**src/rtl/mkd_pkg.sv**
```systemverilog
package mkd_pkg;

    // matrix geometry
    localparam int ROWS = 4;
    localparam int COLS = 4;
    localparam int KEY_COUNT = (ROWS * COLS > 16) ? 16 : ROWS * COLS;

    // field widths
    localparam int SAMPLE_W   = 16;
    localparam int TIME_W     = 32;
    localparam int BOOT_W     = 16;
    localparam int DEBOUNCE_W = 8;
    localparam int INDEX_W    = 4;
    localparam int CHAR_W     = 7;
    localparam int CODE_W     = 5;
    localparam int CFG_DATA_W = 16;
    localparam int IN_DATA_W  = 2 * SAMPLE_W + TIME_W;
    localparam int OUT_DATA_W = 16;

    // reset values of the registers
    localparam logic [BOOT_W-1:0]     BOOT_HOLD_RESET = 16'd4000;
    localparam logic [DEBOUNCE_W-1:0] DEBOUNCE_RESET  = 8'd40;

    // mask of the keys that exist in the matrix
    localparam logic [SAMPLE_W-1:0] KEY_MASK =
        (KEY_COUNT >= 16) ? 16'hFFFF : SAMPLE_W'((32'd1 << KEY_COUNT) - 32'd1);

    // register indexes of the configuration port
    typedef enum logic [0:0] {
        CFG_BOOT_HOLD = 1'b0,
        CFG_DEBOUNCE  = 1'b1
    } cfg_reg_t;

    // ascii code of a key, zero for a key outside the 4x4 legend
    function automatic logic [CHAR_W-1:0] key_char_of(input logic [INDEX_W-1:0] idx);
        logic [INDEX_W-1:0] r;
        logic [INDEX_W-1:0] c;
        logic [CHAR_W-1:0]  ch;
        r  = INDEX_W'(idx / COLS);
        c  = INDEX_W'(idx % COLS);
        ch = '0;
        if (r < 4'd4 && c < 4'd4)
        begin
            case ({r[1:0], c[1:0]})
                4'h0:    ch = 7'h31;  // 1
                4'h1:    ch = 7'h32;  // 2
                4'h2:    ch = 7'h33;  // 3
                4'h3:    ch = 7'h41;  // A
                4'h4:    ch = 7'h34;  // 4
                4'h5:    ch = 7'h35;  // 5
                4'h6:    ch = 7'h36;  // 6
                4'h7:    ch = 7'h42;  // B
                4'h8:    ch = 7'h37;  // 7
                4'h9:    ch = 7'h38;  // 8
                4'hA:    ch = 7'h39;  // 9
                4'hB:    ch = 7'h43;  // C
                4'hC:    ch = 7'h2A;  // *
                4'hD:    ch = 7'h30;  // 0
                4'hE:    ch = 7'h23;  // #
                4'hF:    ch = 7'h44;  // D
                default: ch = '0;
            endcase
        end
        return ch;
    endfunction

endpackage

```
**src/rtl/matrix_keypad_debouncer_unit.sv**
```systemverilog
// Keypad debouncer for a 4x4 key matrix. Each input item is one poll: two closure
// samples and the current millisecond time; each poll yields exactly one result item,
// which carries a key only when a debounced new press is reported. An item is taken
// into an input register, checked combinationally against the key state, and lands in
// an output register, so one item per clock is sustained while the sink takes results.
// The output register holds a result while the sink stalls, and a new item is still taken
// as long as the input register can move.
// During the boot hold (now_ms below boot_hold_ms) nothing is reported; after that a
// key must be the highest closed key for debounce_ms before it is reported, once,
// until all keys are released.
module matrix_keypad_debouncer_unit
    import mkd_pkg::*;
(
    input  logic                  clk,
    input  logic                  rst_n,
    // configuration writes
    input  logic                  cfg_we,
    input  logic [0:0]            cfg_index,
    input  logic [CFG_DATA_W-1:0] cfg_data,
    // polls in
    input  logic                  s_tvalid,
    output logic                  s_tready,
    input  logic [IN_DATA_W-1:0]  s_tdata,   // first_read, second_read, now_ms
    // results out
    output logic                  m_tvalid,
    input  logic                  m_tready,
    output logic [OUT_DATA_W-1:0] m_tdata    // key_valid, key_index, key_char, zero pad
);

    logic [BOOT_W-1:0]     boot_hold_reg;
    logic [DEBOUNCE_W-1:0] debounce_reg;

    logic                  in_valid_reg;
    logic [SAMPLE_W-1:0]   first_read_reg;
    logic [SAMPLE_W-1:0]   second_read_reg;
    logic [TIME_W-1:0]     now_ms_reg;

    logic [CODE_W-1:0]     stable_key_reg;
    logic [CODE_W-1:0]     stable_key_next;
    logic [CODE_W-1:0]     reported_key_reg;
    logic [CODE_W-1:0]     reported_key_next;
    logic [TIME_W-1:0]     change_time_reg;
    logic [TIME_W-1:0]     change_time_next;

    logic                  out_valid_reg;
    logic                  key_valid_reg;
    logic                  key_valid_next;
    logic [INDEX_W-1:0]    key_index_reg;
    logic [INDEX_W-1:0]    key_index_next;
    logic [CHAR_W-1:0]     key_char_reg;
    logic [CHAR_W-1:0]     key_char_next;

    logic                  advance;
    logic [SAMPLE_W-1:0]   closed;
    logic [CODE_W-1:0]     code;
    logic [TIME_W-1:0]     elapsed;

    // handshake: input register moves when the output register is free
    assign advance  = in_valid_reg && (!out_valid_reg || m_tready);
    assign s_tready = !in_valid_reg || advance;
    assign m_tvalid = out_valid_reg;
    assign m_tdata  = {{(OUT_DATA_W - 1 - INDEX_W - CHAR_W){1'b0}},
                       key_char_reg, key_index_reg, key_valid_reg};

    // configuration registers
    always_ff @(posedge clk or negedge rst_n)
    begin
        if (!rst_n)
        begin
            boot_hold_reg <= BOOT_HOLD_RESET;
            debounce_reg  <= DEBOUNCE_RESET;
        end
        else if (cfg_we)
        begin
            case (cfg_reg_t'(cfg_index))
                CFG_BOOT_HOLD: boot_hold_reg <= cfg_data[BOOT_W-1:0];
                CFG_DEBOUNCE:  debounce_reg  <= cfg_data[DEBOUNCE_W-1:0];
                default:       ;
            endcase
        end
    end

    // input register
    always_ff @(posedge clk or negedge rst_n)
    begin
        if (!rst_n)
        begin
            in_valid_reg <= 1'b0;
        end
        else if (s_tready)
        begin
            in_valid_reg <= s_tvalid;
        end
    end

    always_ff @(posedge clk)
    begin
        if (s_tvalid && s_tready)
        begin
            first_read_reg  <= s_tdata[SAMPLE_W-1:0];
            second_read_reg <= s_tdata[2*SAMPLE_W-1:SAMPLE_W];
            now_ms_reg      <= s_tdata[IN_DATA_W-1:2*SAMPLE_W];
        end
    end

    // highest closed key, as index + 1
    assign closed  = first_read_reg & second_read_reg & KEY_MASK;
    assign elapsed = now_ms_reg - change_time_reg;

    always_comb
    begin
        code = '0;
        for (int i = 0; i < SAMPLE_W; i++)
        begin
            if (closed[i])
            begin
                code = CODE_W'(i + 1);
            end
        end
    end

    // debounce decision and next key state
    always_comb
    begin
        stable_key_next   = stable_key_reg;
        reported_key_next = reported_key_reg;
        change_time_next  = change_time_reg;
        key_valid_next    = 1'b0;
        key_index_next    = '0;
        key_char_next     = '0;
        if (now_ms_reg < {{(TIME_W - BOOT_W){1'b0}}, boot_hold_reg} || code == '0)
        begin
            stable_key_next   = '0;
            reported_key_next = '0;
        end
        else if (code != stable_key_reg)
        begin
            stable_key_next  = code;
            change_time_next = now_ms_reg;
        end
        else if (elapsed >= {{(TIME_W - DEBOUNCE_W){1'b0}}, debounce_reg} &&
                 code != reported_key_reg)
        begin
            reported_key_next = code;
            key_valid_next    = 1'b1;
            key_index_next    = INDEX_W'(code - 5'd1);
            key_char_next     = key_char_of(INDEX_W'(code - 5'd1));
        end
    end

    // key state, updated once per item
    always_ff @(posedge clk or negedge rst_n)
    begin
        if (!rst_n)
        begin
            stable_key_reg   <= '0;
            reported_key_reg <= '0;
            change_time_reg  <= '0;
        end
        else if (advance)
        begin
            stable_key_reg   <= stable_key_next;
            reported_key_reg <= reported_key_next;
            change_time_reg  <= change_time_next;
        end
    end

    // output register
    always_ff @(posedge clk or negedge rst_n)
    begin
        if (!rst_n)
        begin
            out_valid_reg <= 1'b0;
        end
        else if (advance)
        begin
            out_valid_reg <= 1'b1;
        end
        else if (m_tready)
        begin
            out_valid_reg <= 1'b0;
        end
    end

    always_ff @(posedge clk)
    begin
        if (advance)
        begin
            key_valid_reg <= key_valid_next;
            key_index_reg <= key_index_next;
            key_char_reg  <= key_char_next;
        end
    end

    // a reported key of the 4x4 matrix always has a legend
    assert property (@(posedge clk) disable iff (!rst_n)
        (m_tvalid && key_valid_reg) |-> (key_char_reg != '0))
    else $error("reported key has no character");

    // a result without a key carries zero fields
    assert property (@(posedge clk) disable iff (!rst_n)
        (m_tvalid && !key_valid_reg) |-> (key_index_reg == '0 && key_char_reg == '0))
    else $error("empty result carries key data");

    // a result appears only from a held item
    assert property (@(posedge clk) disable iff (!rst_n)
        $rose(m_tvalid) |-> $past(in_valid_reg))
    else $error("result without an item");

    // input stalls only when both registers are full and the sink stalls
    assert property (@(posedge clk) disable iff (!rst_n)
        !s_tready |-> (in_valid_reg && out_valid_reg && !m_tready))
    else $error("input stalled without cause");

    // the state never holds a reported key while no key is stable
    assert property (@(posedge clk) disable iff (!rst_n)
        (stable_key_reg == '0) |-> (reported_key_reg == '0))
    else $error("reported key without a stable key");

endmodule

```
**config.mk**
```make
export PLATFORM = sky130hd
export DESIGN_NAME = matrix_keypad_debouncer_unit
export DESIGN_NICKNAME = d
export VERILOG_FILES = /design/src/rtl/mkd_pkg.sv /design/src/rtl/matrix_keypad_debouncer_unit.sv
export SDC_FILE = /design/constraint.sdc
export NUM_CORES = 1
export LEC_CHECK = 0
export BUFFER_PORTS_ARGS = -buffer_cell sky130_fd_sc_hd__buf_2
export CAP_MARGIN = 20
export CORE_UTILIZATION = 59
export CTS_CLUSTER_DIAMETER = 120
export DETAILED_ROUTE_END_ITERATION = 16
export GPL_TIMING_DRIVEN = 0
export PLACE_DENSITY = 0.78
export SYNTH_ARGS = -nofsm -noshare
export SYNTH_HDL_FRONTEND = slang
export SYNTH_SLANG_ARGS = --single-unit
```
**constraint.sdc**
```tcl
create_clock -name clk -period 5.55 [get_ports clk]
set_clock_uncertainty 0.05 [all_clocks]
set_input_delay 0 -clock clk [delete_from_list [all_inputs] [get_ports clk]]
set_output_delay 0 -clock clk [all_outputs]
set_load 0.01 [all_outputs]
```
-- Yosys cells after proc, flatten, opt, wreduce, memory -nomap -nowiden
Memories as Yosys holds them, arrays and structs flattened. A register that Yosys moved wholly into a read port is not among the register bits.
Cells that the tools add are included.
- memories: 1
- logic and storage cells: 72
- bits in registers: 137
- ROM bits: 112
- input bits: 86
- output and inout bits: 18
- memory list (memory ; depth ; bits a word ; rd ports ; clocked after memory_dff ; write ports ; RTL line ; RTL):
    (name not given) ; 16 ; 7 ; 1 ; 1 ; 0 ; mkd_pkg.sv:44 ; case ({r[1:0], c[1:0]})
- muxes and demuxes: 24
- magnitude comparators: 4
- bitwise logic cells: 5
- reductions and logical operators: 21
- $add $sub $neg: 2
- equality and inequality tests: 3
- operator list (kind ; count):
    $mux W5 ; 20
    $ge A32 B8 Y1 ; 1
    $lt A32 B16 Y1 ; 1
    $sub A32 B32 Y32 ; 1
    $and A16 B16 Y16 ; 1
    $ne A5 B5 Y1 ; 2
    $lt A2 B3 Y1 const B ; 2
    $reduce_and A2 Y1 ; 3
    $reduce_and A3 Y1 ; 2
    $reduce_bool A2 Y1 ; 3
    $logic_not A5 Y1 ; 1
    $logic_and A1 B1 Y1 ; 4
    $mux W1 ; 4
    $not A1 Y1 ; 4
    $reduce_or A4 Y1 ; 1
    $sub A4 B1 Y4 const B ; 1
    $logic_or A1 B1 Y1 ; 3
    $reduce_or A3 Y1 ; 1
    $logic_not A1 Y1 ; 2
    $ne A2 B2 Y1 const B ; 1
    $reduce_or A2 Y1 ; 1

-- Logic depth before layout (Yosys ltp)
Gate-level depths: netlist (run 1).
- depth after elaboration: 22
- depth in mapped cells: 18
- depth with buffers taken out: 17

-- Worst setup path before layout (run 1)
OpenSTA, ideal clock, no wires.
- path type: reg-to-reg
- from: reg now_ms_reg[4]
- to: reg key_char_reg[1] (data pin)
- path buffers: 1
- arrival: 3.746 ns
- setup slack: 1.483 ns
- cell stages (with the launch flop): 17
- required time: 5.229 ns
- path through: edfxtp_1 > ha_1 > o211ai_1 > a21oi_1 > nor2_1 > o21ai_0 > xor2_1 > ha_1 > a2111oi_4 > o2111ai_1 > a2111oi_2 > nand4_1 > or4_4 > nor3_4 > a211o_2 > buf_6 > a211oi_1
- word-level cells in the longest chain between the ends: 5
- elaborated cells between the ends (all ways): 7
- classes of those cells: 1 x add/sub; 2 x order compare; 1 x bitwise; 3 x reduce/logical
- ends and longest elaborated chain (what ; RTL line ; RTL):
    start, declared ; matrix_keypad_debouncer_unit.sv:36 ; logic [TIME_W-1:0] now_ms_reg;
    start signal, assigned ; matrix_keypad_debouncer_unit.sv:102 ; now_ms_reg <= s_tdata[IN_DATA_W-1:2*SAMPLE_W];
    $sub A32 B32 Y32 ; matrix_keypad_debouncer_unit.sv:108 ; assign elapsed = now_ms_reg - change_time_reg;
    $ge A32 B8 Y1 ; matrix_keypad_debouncer_unit.sv:141 ; else if (elapsed >= {{(TIME_W - DEBOUNCE_W){1'b0}}, debounce_reg} &&
    $logic_and A1 B1 Y1 ; matrix_keypad_debouncer_unit.sv:141 ;
    $not A1 Y1 (no line) ; -- ;
    $reduce_or A4 Y1 (no line) * ; -- ;
    end, declared ; matrix_keypad_debouncer_unit.sv:50 ; logic [CHAR_W-1:0] key_char_reg;
Every way passes the cells marked *; elsewhere a longest branch is shown, timed or not.
A chain may end at the register's enable or synchronous reset.

-- Worst setup path in the final report (run 1)
- from: reg now_ms_reg[3]
- to: reg key_char_reg[1] (data pin)
Same word-level chain as after synthesis.

==> flow_summary.yaml, run 1 <==
route:
  via_count: 7403
  ant_nets: 0
  drt_wl_total_um: 23600
  remaining_drc_errors: 0
  drtIter0Drc: 745
  wl_per_cell_um: 19.4
  first_pass_iters: 5
  vias_per_cell: 6.07
power_and_ir_drop:
  ir_worst_vdd_mv: 0.265
  power_frac_comb_pct: 35.1
  power_switching_mw: 1.38
  p_int_mw: 2.52
  power_switching_share_pct: 35.4
  powerDensity_nw_per_um2: 362
  power_leakage_nw: 4.63
  sequentialPowerShare_pct: 35.0
  p_clk_share_pct: 29.9
cells_and_area:
  nFillCells: 875
  fin_nets: 1172
  n_antenna_cell: 0
  area_delta_synth_final_pct: 25.7
  fin_util_pct: 76.8
  final_cells: 1219
  drive_above_1_share_pct: 21.4
  multiInputGateArea_sq_um: 4180
  final-seq-area_sq_um: 3990
  design_area_sq_um: 10800
cts:
  clk_path_buf_depth: 2
  cts_tree: "built"
  clk_pin_slew_ps: 60
  htree_levels: 4
  numCtsBuffers: 17
  cts_root_buf: "clkbuf_16"
  clock-sinks: 144
  insertion_delay_ps: 430
  postCtsSetupRepairBufs: 0
sta:
  max_slew_margin_pct: 37.3
  rsz0062_at_grt: "false"
  setup_viol: 0
  finalSetupTns_ps: 0
  hold_viol: 0
  setup_ws_ps: 624
  period_needed_ps: 4930
  post-route-period-util_pct: 88.8
  slew_viol_final: 0
  worstMarginPinSlew_ps: 928
  fmaxAchievable_mhz: 203
setup_path:
  worst-path-buf-inv: 1
  crit_type: "reg -> reg"
  required_ps: 5650
  arrival_ps: 5020
  path_max_fanout: 10
  path_common_cell: "ha_1"
  worst_setup_path_end_kind: "flop"
  worstPathCellList: "ha_1 -> o211ai_1 -> a21oi_1 -> nor2_1 -> o21ai_0 -> xor2_1 -> ha_1 -> a2111oi_4 -> o2111ai_1 -> a2111oi_2 -> nand4_1 -> or4_4 -> nor3_4 -> a211o_2 -> buf_6 -> a211oi_1"
  cpPeakStageDelay_ps: 490
  crit_slowest_cell: "edfxtp_1"
  crit_family: "compound AO/OA/AOI/OAI gates"
  cp-start-kind: "flop"
logic_synthesis:
  yosys.area.top_type: "edfxtp_1"
  netlist_area_sq_um: 8570
  synth_most_common_cell: "nand2_1"
  synth_cell_type_count: 78
  synthArstFlopShare_pct: 47.2
  yosys-top-cells-count: "nand2_1 (78), edfxtp_1 (76), inv_1 (67), dfrtp_1 (60), ha_1 (59)"
  synth_adder_area_share_pct: 8.84
  synth-seq-area-share_pct: 46.6
  synth_top_family_by_area: "compound AO/OA/AOI/OAI gates"
  synth-compound-area-share_pct: 17.7
  synth_ff_type: "edfxtp_1"
  synthCells: 819
  yosys_warnings: 0
  synth_top_cell_area_share_pct: 26.6
  synth-seq-cells: 144
  synthSimpleGateAreaFrac_pct: 13.6
  muxShareOfSynthArea_pct: 5.76
  synth_edf_count: 76
  synth_area_leaders: "edfxtp_1 (27%), dfrtp_1 (18%), ha_1 (8.6%)"
  yosys.area_share.xor_xnor_pct: 2.66
  synth_area_per_cell_sq_um: 10.5
grt:
  antenna_found_initial: 0
  grt-ovfl-total: 0
  grt_use_total_pct: 33.4
  grt_pass1_vias: 7388
  grt_max_degree: 69
  grt_pass1_wl_um: 37800
die:
  io-pin-count: 104
  die_w_um: 123
  core_area_sq_um: 14000
  die_h_um: 123
  start_util_pct: 61.1
  rows: 43
  dieArea_sq_um: 15000
placement:
  place_congestion: 0.920
  place_inst: 1102
  dp_hpwl_um: 14600
  portBuffers: 99
  pre_cts_ws_ps: 781
  postPlaceCellArea_sq_um: 9330
flow_run:
  drv_cap: 0
min_path:
  hold_path.class: "in -> reg"
status:
  status: "completed"
-- cells by family (layout without fill, tap and decap cells) --
group	after synthesis	in the layout
AND/OR/NAND/NOR	234	234
AO/OA/AOI/OAI	211	211
flip-flops	144	144
buffers and inverters	99	316
adder cells (fa/ha/maj)	60	60
multiplexers	44	44
XOR/XNOR	26	26
other	1	4
-- per-layer routing --
metal	track usage (%)	wire length (um)	part of all wire, %	up-vias
met5	0	0	0	-
met4	13.8	776	3.3	0
met3	5.81	1240	5.3	72
met2	57.9	12000	51	308
met1	41.2	9570	40	3566
li1	-	-	-	3457
-- worst register-to-register path: cells and delay by family (launching register included) --
kind,cells,cell delay (ps)
flops,1,490
compound gates,8,1850
xor+xnor,1,180
buf+inv,1,160
fa+ha+maj,2,720
simple gates,4,1210
-- placed cells by master, fill, tap and decap left out, types with 6 or more instances in the layout --
cell	synthesis	routed
buf_2	13	111
dlygate4sd3_1	0	85
nand2_1	78	78
edfxtp_1	76	76
inv_1	67	67
dfrtp_1	60	60
ha_1	59	59
a21oi_1	44	44
nor2_1	40	40
o21ai_0	39	39
mux2_2	38	38
nand4_1	20	20
nor3_1	20	20
a21o_1	17	17
clkbuf_16	0	17
xnor2_1	13	13
xor2_1	13	13
a211oi_1	13	13
nand3_1	12	12
clkbuf_1	12	12
o21a_1	12	12
nand2b_1	10	10
nor4_1	10	10
and2_1	10	9
o211ai_1	9	9
a22o_1	8	8
dfstp_2	8	8
or3_1	6	6
and3_1	6	6
buf_4	5	6
-- cell type report --
cell class | count | share of cell area [%]
Buffer | 32 | 1.52
Clock buffer | 17 | 3.95
Clock inverter | 15 | 1.60
Inverter | 67 | 2.33
Multi-Input combinational cell | 579 | 38.8
Sequential cell | 144 | 37.1
Tap cell | 180 | 2.09
Timing Repair Buffer | 185 | 12.7
-- what timing repair did --
| item | in CTS | in global routing |
|---|---|---|
| hold endpoints to repair | 150 | 0 |
| gates resized for setup | 0 | 0 |
| hold buffers | 85 | 0 |
-- power groups by stage --
stage / sequential, mW / clock (mW) / combinational (mW)
after floorplan: 1.35 / 0 / 0.963
after global placement: 1.37 / 0 / 1.23
after detailed placement: 1.37 / 0 / 1.26
after CTS: 1.35 / 1.15 / 1.32
after global routing: 1.37 / 1.22 / 1.51
final: 1.36 / 1.17 / 1.37
-- path summary, 6_finish.rpt --
check | from | cells after the start | slack (ps) | to
setup reg to reg | now_ms_reg[3] | 16 | 620 | key_char_reg[1]
hold / removal | cfg_we | 3 | 90 | boot_hold_reg[0]
hold reg to reg | change_time_reg[0] | 2 | 450 | change_time_reg[0]
max in group asynchronous | rst_n | 2 | 4680 | reported_key_reg[1]
min in group asynchronous | rst_n | 2 | 190 | in_valid_reg
setup / recovery | now_ms_reg[3] | 16 | 620 | key_char_reg[1]
-- stage by stage --
step	hold slack [ps]	power [mW]
3_5_place_dp	120	2.63
2_1_floorplan	-346	2.32
6_report	92.8	3.90
3_3_place_gp	126	2.60
4_1_cts	82.8	3.83
5_1_grt	89.9	4.10
(Power assumes the default switching activity.)
==> inputs of run 2 (changes only) <==
- CORE_ASPECT_RATIO: not set -> 1.75
==> run 2 against run 1 <==
Net effect:
- maximum frequency rose by 0.17%
- final cell count down 0.33%
- routed wire length down 0.62%
- sequential power barely moved
- clock power fell by 7%
- clock-buffer cell count unchanged
- critical path type unchanged
- critical endpoint unchanged
- global-route usage shrank 1.1 points
- critical path depth unchanged
- worst hold slack worse by 42 ps
- total power shrank 2.0%
==> flow_summary.yaml, run 2 (synthesis results as in run 1) <==
status:
  status: "completed"
setup_path:
  reg2reg_depth: 16
  crit_type: "reg -> reg"
  worst_setup_path_end_kind: "flop"
  required_ps: 5660
  arrival_ps: 5020
  path_max_fanout: 10
  cp-start-kind: "flop"
cts:
  htree_levels: 4
  clk_pin_slew_ps: 70
  numCtsBuffers: 17
  clk_path_buf_depth: 2
  cts_tree: "built"
  cts_root_buf: "clkbuf_16"
  insertion_delay_ps: 430
  clock-sinks: 144
route:
  drt_wl_total_um: 23500
  wl_met3_um: 786
  ant_nets: 0
  drtIter0Drc: 410
  remaining_drc_errors: 0
  vias_per_cell: 6.04
  wl_per_cell_um: 19.3
  via_count: 7344
  top_layer_used: "met4"
  first_pass_iters: 6
  wl_met2_um: 13400
  met1_length_um: 7950
sta:
  post-route-period-util_pct: 88.6
  setup_ws_ps: 632
  period_needed_ps: 4920
  setup_viol: 0
  finalSetupTns_ps: 0
  hold_viol: 0
  fmaxAchievable_mhz: 203
  rsz0062_at_grt: "false"
  worstMarginPinSlew_ps: 989
  slew_viol_final: 0
  max_slew_margin_pct: 33.2
power_and_ir_drop:
  fin_total_pwr_mw: 3.82
  ir_worst_vdd_mv: 0.248
  power_leakage_nw: 4.59
  powerDensity_nw_per_um2: 357
grt:
  grt_use_total_pct: 32.3
  grt_pass1_wl_um: 37100
  grt_pass1_vias: 7626
  grt_max_degree: 69
  grt-ovfl-total: 0
  antenna_found_initial: 0
cells_and_area:
  final_common_cell: "buf_2"
  drive_above_1_share_pct: 21.3
  fin_nets: 1171
  area_delta_synth_final_pct: 24.9
  layout_common_cells: "buf_2 (111), dlygate4sd3_1 (85), nand2_1 (78)"
  n_antenna_cell: 0
  fin_util_pct: 76.2
  design_area_sq_um: 10700
placement:
  portBuffers: 99
  dp_hpwl_um: 15600
  pre_cts_ws_ps: 713
  postPlaceCellArea_sq_um: 9310
  place_congestion: 0.934
min_path:
  worstHoldPathCells: 3
  hold_path.class: "in -> reg"
flow_run:
  drv_cap: 0
die:
  rows: 57
  die_h_um: 161
  dieArea_sq_um: 15000
  start_util_pct: 61.0
  core_area_sq_um: 14000
  die_w_um: 93.1
  io-pin-count: 104
## run 2: worst paths after layout
| kind | from | slack (ps) | to |
|---|---|---|---|
| max | now_ms_reg[4] | 630 | key_char_reg[1] |
| min in group asynchronous | rst_n | 190 | stable_key_reg[0] |
| max reg2reg | now_ms_reg[4] | 630 | key_char_reg[1] |
| min | cfg_we | 50 | boot_hold_reg[0] |
| min reg2reg | in_valid_reg | 450 | m_tvalid |
| max in group asynchronous | rst_n | 4670 | boot_hold_reg[13] |
## run 2: worst max-delay path, stage by stage (launching register included)
cell and delay (ps):
edfxtp_1 440, ha_1 390, o211ai_1 110, a21oi_1 390, nor2_1 200, o21ai_0 230
xor2_1 180, ha_1 300, a2111oi_4 340, o2111ai_1 200, a2111oi_2 360, nand4_1 140
or4_4 470, nor3_4 390, a211o_2 260, buf_6 150, a211oi_1 50
## run 2: power by group
group,switching (mW),leakage (nW),total [mW],internal (mW)
clock network,0.506,0.263,1.09,0.585
logic,0.807,2.81,1.37,0.563
registers,0.0800,1.51,1.36,1.28
## run 2: final cells by class
type                            instances  area, sq um
Clock buffer                           17          425
Multi-Input combinational cell        579         4180
Inverter                               67          251
Buffer                                 32          164
Tap cell                              177          221
Fill cell                             902         3340
Sequential cell                       144         3990
Clock inverter                         15          124
Timing Repair Buffer                  184         1350
## run 2: metrics by stage
step,hold slack (ps),cells
after floorplan,-346,822
after global placement,126,1098
after detailed placement,115,1098
after CTS,47.1,1215
after global routing,62.5,1215
final,50.8,1215
## run 2: routing by layer
| metal | GRT usage, % | vias to the layer above |
|---|---|---|
| met5 | 0 | - |
| li1 | - | 3428 |
| met2 | 62.8 | 274 |
| met4 | 19.1 | 0 |
| met3 | 4.76 | 92 |
| met1 | 31.0 | 3550 |
## run 2: repair_timing
action / in CTS / in global routing
resized for setup: 0 / 0
endpoints found under the hold margin: 150 / 0
hold buffers: 85 / 0
buffers inserted: 0 / 0
